## config.mk

```make
export PLATFORM = sky130hd
export DESIGN_NAME = dual_channel_history_smoother_core
export DESIGN_NICKNAME = d
export VERILOG_FILES = /design/src/rtl/dchs_pkg.sv /design/src/rtl/dual_channel_history_smoother_core.sv /design/src/rtl/dchs_ram.sv /design/src/rtl/dchs_history.sv /design/src/rtl/dchs_smooth.sv /design/src/rtl/dchs_out_fifo.sv
export SDC_FILE = /design/constraint.sdc
export NUM_CORES = 2
export LEC_CHECK = 0
export ABC_AREA = 1
export BUFFER_PORTS_ARGS = -buffer_cell sky130_fd_sc_hd__buf_2
export CAP_MARGIN = 20
export CORE_MARGIN = 2
export CORE_UTILIZATION = 45
export DETAILED_ROUTE_END_ITERATION = 16
export HOLD_SLACK_MARGIN = 0.1
export PLACE_DENSITY = 0.72
export SLEW_MARGIN = 20
export SYNTH_ARGS = -nofsm -noshare
export SYNTH_HDL_FRONTEND = slang
export SYNTH_SLANG_ARGS = --single-unit
```

## constraint.sdc

```tcl
create_clock -name aclk -period 8.8 [get_ports aclk]
set_clock_uncertainty 0.2 [all_clocks]
set_input_delay 0.44 -clock aclk [delete_from_list [all_inputs] [get_ports aclk]]
set_output_delay 0.44 -clock aclk [all_outputs]
set_load 0.01 [all_outputs]
```

## src/rtl/dchs_pkg.sv

```systemverilog
// Shared constants, types and derived widths of the dual-channel history smoother.
package dchs_pkg;

    // Number of past values averaged per channel (2 to 256).
    localparam int HISTORY_DEPTH = 50;

    localparam int SAMPLE_W = 12;
    localparam int POS_W    = $clog2(HISTORY_DEPTH);
    localparam int RING_W   = 2 * SAMPLE_W;

    localparam logic [SAMPLE_W-1:0] FULL_SCALE    = 12'd4095;
    localparam logic [SAMPLE_W-1:0] DEFAULT_LEVEL = 12'd2000;

    // Running sums of one ring.
    localparam int SUM_MAX = 4095 * HISTORY_DEPTH;
    localparam int SUM_W   = $clog2(SUM_MAX + 1);
    localparam logic [SUM_W-1:0] SUM_RESET = SUM_W'(2000 * HISTORY_DEPTH);

    // Mean by reciprocal multiplication, exact for every sum below 2**SUM_W.
    localparam int     MEAN_SHIFT   = SUM_W + $clog2(HISTORY_DEPTH);
    localparam longint MEAN_RECIP   = (64'd1 << MEAN_SHIFT) / HISTORY_DEPTH + 1;
    localparam int     MEAN_RECIP_W = SUM_W + 2;
    localparam int     MEAN_PROD_W  = SUM_W + MEAN_RECIP_W;

    // Blend (CURRENT_WEIGHT * held + MEAN_WEIGHT * mean) / BLEND_DIVISOR.
    localparam int     CURRENT_WEIGHT = 2;
    localparam int     MEAN_WEIGHT    = 8;
    localparam int     BLEND_DIVISOR  = 10;
    localparam int     BLEND_W        = 16;
    localparam int     BLEND_SHIFT    = BLEND_W + $clog2(BLEND_DIVISOR);
    localparam longint BLEND_RECIP    = (64'd1 << BLEND_SHIFT) / BLEND_DIVISOR + 1;
    localparam int     BLEND_RECIP_W  = BLEND_W + 2;
    localparam int     BLEND_PROD_W   = BLEND_W + BLEND_RECIP_W;

    // Output buffer; its depth also bounds the beats in flight.
    localparam int FIFO_DEPTH = 8;
    localparam int FIFO_AW    = $clog2(FIFO_DEPTH);
    localparam int CREDIT_W   = $clog2(FIFO_DEPTH + 1);

    typedef enum logic {
        FUNC_SAMPLE = 1'b0,
        FUNC_REFILL = 1'b1
    } func_t;

    // A finished history update: held values and the sums that include them.
    typedef struct packed {
        logic                valid;
        logic [SAMPLE_W-1:0] held_ns;
        logic [SAMPLE_W-1:0] held_ew;
        logic [SUM_W-1:0]    sum_ns;
        logic [SUM_W-1:0]    sum_ew;
    } hist_out_t;

    typedef struct packed {
        logic                valid;
        logic [SAMPLE_W-1:0] ns;
        logic [SAMPLE_W-1:0] ew;
    } result_t;

endpackage

```

## src/rtl/dual_channel_history_smoother_core.sv

```systemverilog
// Top level of the dual-channel history smoother.
//
// The block takes one beat per clock cycle at full rate while s_tready is high. Each
// sample beat inverts its reading into the held value of one channel, then pushes both
// held values into a shared history RAM at one write position through a
// read-modify-write, keeps a running sum per channel and returns one result beat (mean
// by reciprocal multiplication, then the 2:8 blend, then the output buffer). A refill beat
// returns both histories to the default level of 2000 and yields no result; per-entry valid
// bits make this immediate, with no clearing pass after reset or refill. The history update
// sets the rate; an eight-beat output buffer absorbs back-pressure, and s_tready falls only
// once eight results are outstanding. smart_mode selects the smoothed values (1) or the held
// values (0); the user must write it via the cfg channel only while idle (not enforced).
module dual_channel_history_smoother_core
    import dchs_pkg::*;
(
    input  logic        aclk,
    input  logic        aresetn,

    input  logic        s_tvalid,
    output logic        s_tready,
    input  logic [15:0] s_tdata,   // [11:0] adc_sample, [15:12] zero
    input  logic [1:0]  s_tuser,   // [0] func, [1] edit_east_west

    output logic        m_tvalid,
    input  logic        m_tready,
    output logic [23:0] m_tdata,   // [11:0] north_south_value, [23:12] east_west_value

    input  logic        cfg_valid,
    output logic        cfg_ready,
    input  logic        cfg_data   // smart_mode
);

    logic                smart_mode_reg;
    logic [CREDIT_W-1:0] credit_reg, credit_next;
    logic                in_accept;
    logic                out_accept;
    logic                result_taken;
    func_t               in_func;
    hist_out_t           hist;
    result_t             result;

    assign in_func    = func_t'(s_tuser[0]);
    assign s_tready   = (credit_reg < CREDIT_W'(FIFO_DEPTH));
    assign in_accept  = s_tvalid && s_tready;
    assign out_accept = m_tvalid && m_tready;
    assign cfg_ready  = 1'b1;

    // Every sample beat reserves a place in the output buffer until its result leaves.
    assign result_taken = in_accept && (in_func == FUNC_SAMPLE);

    always_comb begin
        case ({result_taken, out_accept})
            2'b10:   credit_next = credit_reg + 1'b1;
            2'b01:   credit_next = credit_reg - 1'b1;
            default: credit_next = credit_reg;
        endcase
    end

    always_ff @(posedge aclk) begin
        if (!aresetn) begin
            smart_mode_reg <= 1'b0;
            credit_reg     <= '0;
        end else begin
            if (cfg_valid && cfg_ready) begin
                smart_mode_reg <= cfg_data;
            end
            credit_reg <= credit_next;
        end
    end

    dchs_history u_history (
        .aclk         (aclk),
        .aresetn      (aresetn),
        .in_accept    (in_accept),
        .in_func      (in_func),
        .in_sample    (s_tdata[SAMPLE_W-1:0]),
        .in_east_west (s_tuser[1]),
        .hist_out     (hist)
    );

    dchs_smooth u_smooth (
        .aclk       (aclk),
        .aresetn    (aresetn),
        .smart_mode (smart_mode_reg),
        .hist_in    (hist),
        .result     (result)
    );

    dchs_out_fifo u_out_fifo (
        .aclk      (aclk),
        .aresetn   (aresetn),
        .push_in   (result),
        .pop       (out_accept),
        .out_valid (m_tvalid),
        .out_data  (m_tdata)
    );

    a_credit_covers_output: assert property (@(posedge aclk) disable iff (!aresetn)
        m_tvalid |-> credit_reg != '0)
        else $error("result beat offered without an outstanding sample");

    a_credit_bound: assert property (@(posedge aclk) disable iff (!aresetn)
        credit_reg <= CREDIT_W'(FIFO_DEPTH))
        else $error("more results outstanding than the output buffer holds");

endmodule

```

## src/rtl/dchs_ram.sv

```systemverilog
// Generic single-clock RAM with one write port and one registered read port.
module dchs_ram #(
    parameter int WIDTH = 8,
    parameter int DEPTH = 16
) (
    input  logic                     clk,
    input  logic                     we,
    input  logic [$clog2(DEPTH)-1:0] waddr,
    input  logic [WIDTH-1:0]         wdata,
    input  logic                     re,
    input  logic [$clog2(DEPTH)-1:0] raddr,
    output logic [WIDTH-1:0]         rdata
);

    logic [WIDTH-1:0] mem [DEPTH];

    always_ff @(posedge clk) begin
        if (we) begin
            mem[waddr] <= wdata;
        end
        if (re) begin
            rdata <= mem[raddr];
        end
    end

endmodule

```

## src/rtl/dchs_history.sv

```systemverilog
// Held values, history RAM read-modify-write and running sums of both channels.
module dchs_history
    import dchs_pkg::*;
(
    input  logic                aclk,
    input  logic                aresetn,
    input  logic                in_accept,
    input  func_t               in_func,
    input  logic [SAMPLE_W-1:0] in_sample,
    input  logic                in_east_west,
    output hist_out_t           hist_out
);

    logic [SAMPLE_W-1:0]      held_ns_reg, held_ns_next;
    logic [SAMPLE_W-1:0]      held_ew_reg, held_ew_next;
    logic [POS_W-1:0]         pos_reg, pos_next;

    logic                     s1_valid_reg;
    logic                     s1_refill_reg;
    logic [POS_W-1:0]         s1_pos_reg;
    logic [SAMPLE_W-1:0]      s1_ns_reg;
    logic [SAMPLE_W-1:0]      s1_ew_reg;

    logic [HISTORY_DEPTH-1:0] valid_bits_reg, valid_bits_next;
    logic [SUM_W-1:0]         sum_ns_reg, sum_ns_next;
    logic [SUM_W-1:0]         sum_ew_reg, sum_ew_next;

    logic                     done_valid_reg;
    logic [SAMPLE_W-1:0]      done_ns_reg;
    logic [SAMPLE_W-1:0]      done_ew_reg;

    logic                     is_sample;
    logic [RING_W-1:0]        ring_rdata;
    logic                     entry_valid;
    logic [SAMPLE_W-1:0]      old_ns;
    logic [SAMPLE_W-1:0]      old_ew;

    assign is_sample = in_accept && (in_func == FUNC_SAMPLE);

    always_comb begin
        held_ns_next = held_ns_reg;
        held_ew_next = held_ew_reg;
        pos_next     = pos_reg;
        if (is_sample) begin
            if (in_east_west) begin
                held_ew_next = FULL_SCALE - in_sample;
            end else begin
                held_ns_next = FULL_SCALE - in_sample;
            end
            pos_next = (pos_reg == POS_W'(HISTORY_DEPTH - 1)) ? '0 : pos_reg + 1'b1;
        end
    end

    // Both channels share one write position, so one RAM word holds the pair.
    // Consecutive samples never hit the same entry, so no forwarding is needed.
    dchs_ram #(
        .WIDTH (RING_W),
        .DEPTH (HISTORY_DEPTH)
    ) u_ring (
        .clk   (aclk),
        .we    (s1_valid_reg),
        .waddr (s1_pos_reg),
        .wdata ({s1_ew_reg, s1_ns_reg}),
        .re    (is_sample),
        .raddr (pos_reg),
        .rdata (ring_rdata)
    );

    // An entry not written since the last refill reads as the default level.
    assign entry_valid = valid_bits_reg[s1_pos_reg];
    assign old_ns      = entry_valid ? ring_rdata[SAMPLE_W-1:0] : DEFAULT_LEVEL;
    assign old_ew      = entry_valid ? ring_rdata[RING_W-1:SAMPLE_W] : DEFAULT_LEVEL;

    always_comb begin
        valid_bits_next = valid_bits_reg;
        sum_ns_next     = sum_ns_reg;
        sum_ew_next     = sum_ew_reg;
        if (s1_refill_reg) begin
            valid_bits_next = '0;
            sum_ns_next     = SUM_RESET;
            sum_ew_next     = SUM_RESET;
        end else if (s1_valid_reg) begin
            valid_bits_next[s1_pos_reg] = 1'b1;
            sum_ns_next = sum_ns_reg - SUM_W'(old_ns) + SUM_W'(s1_ns_reg);
            sum_ew_next = sum_ew_reg - SUM_W'(old_ew) + SUM_W'(s1_ew_reg);
        end
    end

    always_ff @(posedge aclk) begin
        if (!aresetn) begin
            held_ns_reg    <= '0;
            held_ew_reg    <= '0;
            pos_reg        <= '0;
            s1_valid_reg   <= 1'b0;
            s1_refill_reg  <= 1'b0;
            valid_bits_reg <= '0;
            sum_ns_reg     <= SUM_RESET;
            sum_ew_reg     <= SUM_RESET;
            done_valid_reg <= 1'b0;
        end else begin
            held_ns_reg    <= held_ns_next;
            held_ew_reg    <= held_ew_next;
            pos_reg        <= pos_next;
            s1_valid_reg   <= is_sample;
            s1_refill_reg  <= in_accept && (in_func == FUNC_REFILL);
            valid_bits_reg <= valid_bits_next;
            sum_ns_reg     <= sum_ns_next;
            sum_ew_reg     <= sum_ew_next;
            done_valid_reg <= s1_valid_reg;
        end
    end

    always_ff @(posedge aclk) begin
        s1_pos_reg  <= pos_reg;
        s1_ns_reg   <= held_ns_next;
        s1_ew_reg   <= held_ew_next;
        done_ns_reg <= s1_ns_reg;
        done_ew_reg <= s1_ew_reg;
    end

    assign hist_out = '{
        valid:   done_valid_reg,
        held_ns: done_ns_reg,
        held_ew: done_ew_reg,
        sum_ns:  sum_ns_reg,
        sum_ew:  sum_ew_reg
    };

    a_refill_clears: assert property (@(posedge aclk) disable iff (!aresetn)
        s1_refill_reg |=> (valid_bits_reg == '0) && (sum_ns_reg == SUM_RESET))
        else $error("refill did not restore the history");

    a_sum_range: assert property (@(posedge aclk) disable iff (!aresetn)
        (sum_ns_reg <= SUM_W'(SUM_MAX)) && (sum_ew_reg <= SUM_W'(SUM_MAX)))
        else $error("running sum left the range of a full ring");

endmodule

```

## src/rtl/dchs_smooth.sv

```systemverilog
// Mean and blend pipeline, with the choice between smoothed and held values.
module dchs_smooth
    import dchs_pkg::*;
(
    input  logic      aclk,
    input  logic      aresetn,
    input  logic      smart_mode,
    input  hist_out_t hist_in,
    output result_t   result
);

    logic [MEAN_PROD_W-1:0]  mean_prod_ns;
    logic [MEAN_PROD_W-1:0]  mean_prod_ew;

    logic                    s2_valid_reg;
    logic [SAMPLE_W-1:0]     s2_mean_ns_reg;
    logic [SAMPLE_W-1:0]     s2_mean_ew_reg;
    logic [SAMPLE_W-1:0]     s2_held_ns_reg;
    logic [SAMPLE_W-1:0]     s2_held_ew_reg;

    logic [BLEND_W-1:0]      blend_ns;
    logic [BLEND_W-1:0]      blend_ew;
    logic [BLEND_PROD_W-1:0] blend_prod_ns;
    logic [BLEND_PROD_W-1:0] blend_prod_ew;
    logic [SAMPLE_W-1:0]     smooth_ns;
    logic [SAMPLE_W-1:0]     smooth_ew;

    assign mean_prod_ns = MEAN_PROD_W'(hist_in.sum_ns) * MEAN_PROD_W'(MEAN_RECIP);
    assign mean_prod_ew = MEAN_PROD_W'(hist_in.sum_ew) * MEAN_PROD_W'(MEAN_RECIP);

    always_ff @(posedge aclk) begin
        if (!aresetn) begin
            s2_valid_reg <= 1'b0;
        end else begin
            s2_valid_reg <= hist_in.valid;
        end
    end

    always_ff @(posedge aclk) begin
        s2_mean_ns_reg <= mean_prod_ns[MEAN_SHIFT +: SAMPLE_W];
        s2_mean_ew_reg <= mean_prod_ew[MEAN_SHIFT +: SAMPLE_W];
        s2_held_ns_reg <= hist_in.held_ns;
        s2_held_ew_reg <= hist_in.held_ew;
    end

    assign blend_ns = BLEND_W'(s2_held_ns_reg) * BLEND_W'(CURRENT_WEIGHT)
                    + BLEND_W'(s2_mean_ns_reg) * BLEND_W'(MEAN_WEIGHT);
    assign blend_ew = BLEND_W'(s2_held_ew_reg) * BLEND_W'(CURRENT_WEIGHT)
                    + BLEND_W'(s2_mean_ew_reg) * BLEND_W'(MEAN_WEIGHT);

    assign blend_prod_ns = BLEND_PROD_W'(blend_ns) * BLEND_PROD_W'(BLEND_RECIP);
    assign blend_prod_ew = BLEND_PROD_W'(blend_ew) * BLEND_PROD_W'(BLEND_RECIP);

    assign smooth_ns = blend_prod_ns[BLEND_SHIFT +: SAMPLE_W];
    assign smooth_ew = blend_prod_ew[BLEND_SHIFT +: SAMPLE_W];

    assign result = '{
        valid: s2_valid_reg,
        ns:    smart_mode ? smooth_ns : s2_held_ns_reg,
        ew:    smart_mode ? smooth_ew : s2_held_ew_reg
    };

endmodule

```

## src/rtl/dchs_out_fifo.sv

```systemverilog
// Output buffer that holds finished result beats until the sink takes them.
module dchs_out_fifo
    import dchs_pkg::*;
(
    input  logic              aclk,
    input  logic              aresetn,
    input  result_t           push_in,
    input  logic              pop,
    output logic              out_valid,
    output logic [RING_W-1:0] out_data
);

    logic [RING_W-1:0]   mem_reg [FIFO_DEPTH];
    logic [FIFO_AW-1:0]  wr_ptr_reg, wr_ptr_next;
    logic [FIFO_AW-1:0]  rd_ptr_reg, rd_ptr_next;
    logic [CREDIT_W-1:0] count_reg, count_next;

    always_comb begin
        wr_ptr_next = wr_ptr_reg;
        rd_ptr_next = rd_ptr_reg;
        count_next  = count_reg;
        if (push_in.valid) begin
            wr_ptr_next = (wr_ptr_reg == FIFO_AW'(FIFO_DEPTH - 1)) ? '0 : wr_ptr_reg + 1'b1;
        end
        if (pop) begin
            rd_ptr_next = (rd_ptr_reg == FIFO_AW'(FIFO_DEPTH - 1)) ? '0 : rd_ptr_reg + 1'b1;
        end
        case ({push_in.valid, pop})
            2'b10:   count_next = count_reg + 1'b1;
            2'b01:   count_next = count_reg - 1'b1;
            default: count_next = count_reg;
        endcase
    end

    always_ff @(posedge aclk) begin
        if (!aresetn) begin
            wr_ptr_reg <= '0;
            rd_ptr_reg <= '0;
            count_reg  <= '0;
        end else begin
            wr_ptr_reg <= wr_ptr_next;
            rd_ptr_reg <= rd_ptr_next;
            count_reg  <= count_next;
        end
    end

    always_ff @(posedge aclk) begin
        if (push_in.valid) begin
            mem_reg[wr_ptr_reg] <= {push_in.ew, push_in.ns};
        end
    end

    assign out_valid = (count_reg != '0);
    assign out_data  = mem_reg[rd_ptr_reg];

    a_no_overflow: assert property (@(posedge aclk) disable iff (!aresetn)
        push_in.valid && !pop |-> count_reg < CREDIT_W'(FIFO_DEPTH))
        else $error("result written into a full output buffer");

endmodule

```

==> impl_metrics.csv <==
group,metric,value,unit
run_status,status,"finished clean",
logic_synthesis,synth_cell_type_count,48,
die,core_area,197000,µm²
clock_network,cts_inserted_buffers,161,
logic_synthesis,synth_top_cell_area_share,0.477,
global_route,first_global_vias,61400,
drt,drc,0,
logic_synthesis,ys.flop_type,"edfxtp_1",
finish,synthToLayoutAreaGrowth,9.64,%
clock_network,root_buffer,"clkbuf_16",
logic_synthesis,synth-async-reset-ratio,0,
logic_synthesis,synth-seq-cells,1656,
logic_synthesis,postSynthCellCount,8522,
sta,tns,0,ps
die,dieArea,202000,µm²
setup_path,critPathRequiredTime,8980,ps
die,io_pins,51,
sta,worstMarginPinSlew,1140,ps
setup_path,start_kind,"flop",
die,rows,163,
clock_network,cts.sinks,1656,
clock_network,post_cts_buffers,0,
clock_network,clock_path_buffers,3,
finish,largest_reg_flops,1200,
global_route,track_usage,0.227,
logic_synthesis,synth-edff-count,1416,
clock_network,path_clk_slew,60,ps
drt,wl,232000,µm
clock_network,tritoncts,"done",
sta,setup_violations,0,
drt,vias,62000,
drt,drtIter0Drc,6391,
sta,finalHoldViolCount,0,
logic_synthesis,yosysMostFrequentCell,"edfxtp_1",
finish,nets,9587,
logic_synthesis,yosys-top-cells-area,"edfxtp_1 48%, fa_1 9.2%, ha_1 8.5%",
global_route,grt_start_max_net_pins,208,
placed_design,gp_congestion,0.915,
placed_design,io_buffers,45,
setup_path,cp.arrival,7400,ps
sta,period_needed,7220,ps
die,start_util,0.452,
placed_design,dp_hpwl,148000,µm
die,dieHeight,449,µm
logic_synthesis,syn-cell-area,89100,µm²
setup_path,worst_path_most_repeated_cell,"nand2_1",
drt,first_pass_iters,6,
logic_synthesis,synth_commonest_cells,"1416 x edfxtp_1, 1365 x nor2_1, 1104 x inv_1, 1051 x nand2_1, 767 x o21ai_0",
setup_path,slowest_delay,490,ps
logic_synthesis,yosys_warnings,0,
die,chipWidth,449,µm
sta,relSlewSlack,0.242,
drt,vias_per_cell,5.47,
clock_network,clk_latency,830,ps
setup_path,criticalPathCategory,"reg2reg",
sta,fin_crit_sh,0.820,
logic_synthesis,ys_seq_area_frac,0.531,
drt,drt-wirelength-per-cell,20.5,µm
logic_synthesis,syn_nets,9564,
sta,rsz0062_at_grt,"no",
global_route,overflow,0,
min_path,min_path_type,"reg2reg",
sta,max_freq,139,MHz
clock_network,cts-htree-levels,4,
flow_run,maxCapViolCount,0,
finish,layout-drive-gt1-share,0.0609,
setup_path,critical_path.max_fanout,8,
logic_synthesis,synth_top_area_cell,"edfxtp_1",
setup_path,end_kind,"flop",
global_route,grt_pass1_wl,355000,µm
drt,ant_nets,0,
logic_synthesis,syn_avg_cell_area,10.5,µm²
global_route,antenna_found_initial,3,
sta,slew_violations,0,
setup_path,slowest_stage,"fa_1",
==> per-layer routing <==
metal / vias to the layer above / track usage / wire length (µm)
met4: 2 / 0.0872 / 9010
met3: 435 / 0.0349 / 17900
met2: 2459 / 0.372 / 109000
met1: 30300 / 0.303 / 96200
li1: 28800 / - / -
met5: - / 0 / 10
==> worst max-delay path: cells and delay by family, from the launching register on <==
| kind | cells | cell delay, ps |
|---|---|---|
| AO/OA/AOI/OAI | 4 | 1130 |
| flip-flops | 1 | 330 |
| AND/OR/NAND/NOR | 9 | 750 |
| adder cells (fa/ha/maj) | 9 | 3580 |
| buffers and inverters | 7 | 480 |
| XOR/XNOR | 1 | 350 |
==> area by class of cell <==
type / count / area, µm²
multi-input combinational: 5421 / 36100
tap: 2640 / 3300
antenna: 1 / 2.50
fill: 17200 / 99300
clock buffer: 224 / 4360
inverter: 1116 / 4210
sequential: 1656 / 47400
timing repair buffer: 189 / 1400
clock inverter: 77 / 937
==> cells by family after synthesis <==
family	count (synthesis)	synth area share
AOI/OAI and AO/OA	1529	0.0952
other	1	0.0000421
adders and majority gates	1018	0.177
xor gates and xnor gates	45	0.00442
and+or+nand+nor	2828	0.127
buffers and inverters	1445	0.0653
DFF	1656	0.531
==> through the flow <==
step / setup WS, ps / hold slack [ps] / util / area, µm² / instances
floorplan: 2470 / 110 / - / 89100 / 8522
global placement: 1740 / 111 / 0.468 / 92200 / 11000
detailed placement: 1660 / 112 / 0.468 / 92200 / 11000
CTS: 1540 / 123 / 0.496 / 97700 / 11300
global route: 1050 / 131 / 0.496 / 97700 / 11300
finish: 1580 / 125 / 0.496 / 97700 / 11300
==> repair_timing <==
| action | 4_1_cts | 5_1_grt |
|---|---|---|
| hold buffers | 22 | 0 |
| gates resized for setup | 0 | 0 |
| setup endpoints to repair | 0 | 0 |
| hold endpoints to repair | 92 | 0 |
==> worst paths after layout <==
kind	startpoint	end	slack [ps]	depth (start not counted)
worst max-delay path	u_smooth.s2_held_ns_reg[2]$_DFF_P_	u_out_fifo.mem_reg[0][3]$_DFFE_PP_	1580	30
worst min register to register	u_history.done_ew_reg[6]$_DFF_P_	u_smooth.s2_held_ew_reg[6]$_DFF_P_	120	0
worst min-delay path	u_history.done_ew_reg[6]$_DFF_P_	u_smooth.s2_held_ew_reg[6]$_DFF_P_	120	0
worst max register to register	u_smooth.s2_held_ns_reg[2]$_DFF_P_	u_out_fifo.mem_reg[0][3]$_DFFE_PP_	1580	30
==> cells in the final DEF (no fill, tap or decap), types with 148 or more instances in the layout <==
cell type,n
clkbuf_16,161
inv_1,1098
nand2_1,1051
ha_1,608
dfxtp_1,212
o22ai_1,148
edfxtp_1,1416
nand3_1,269
fa_1,410
a21oi_1,286
nor2_1,1307
o21ai_0,767
Power is not shown: default switching activity piles up to over one toggle a cycle in this logic, so the estimate is an artifact.
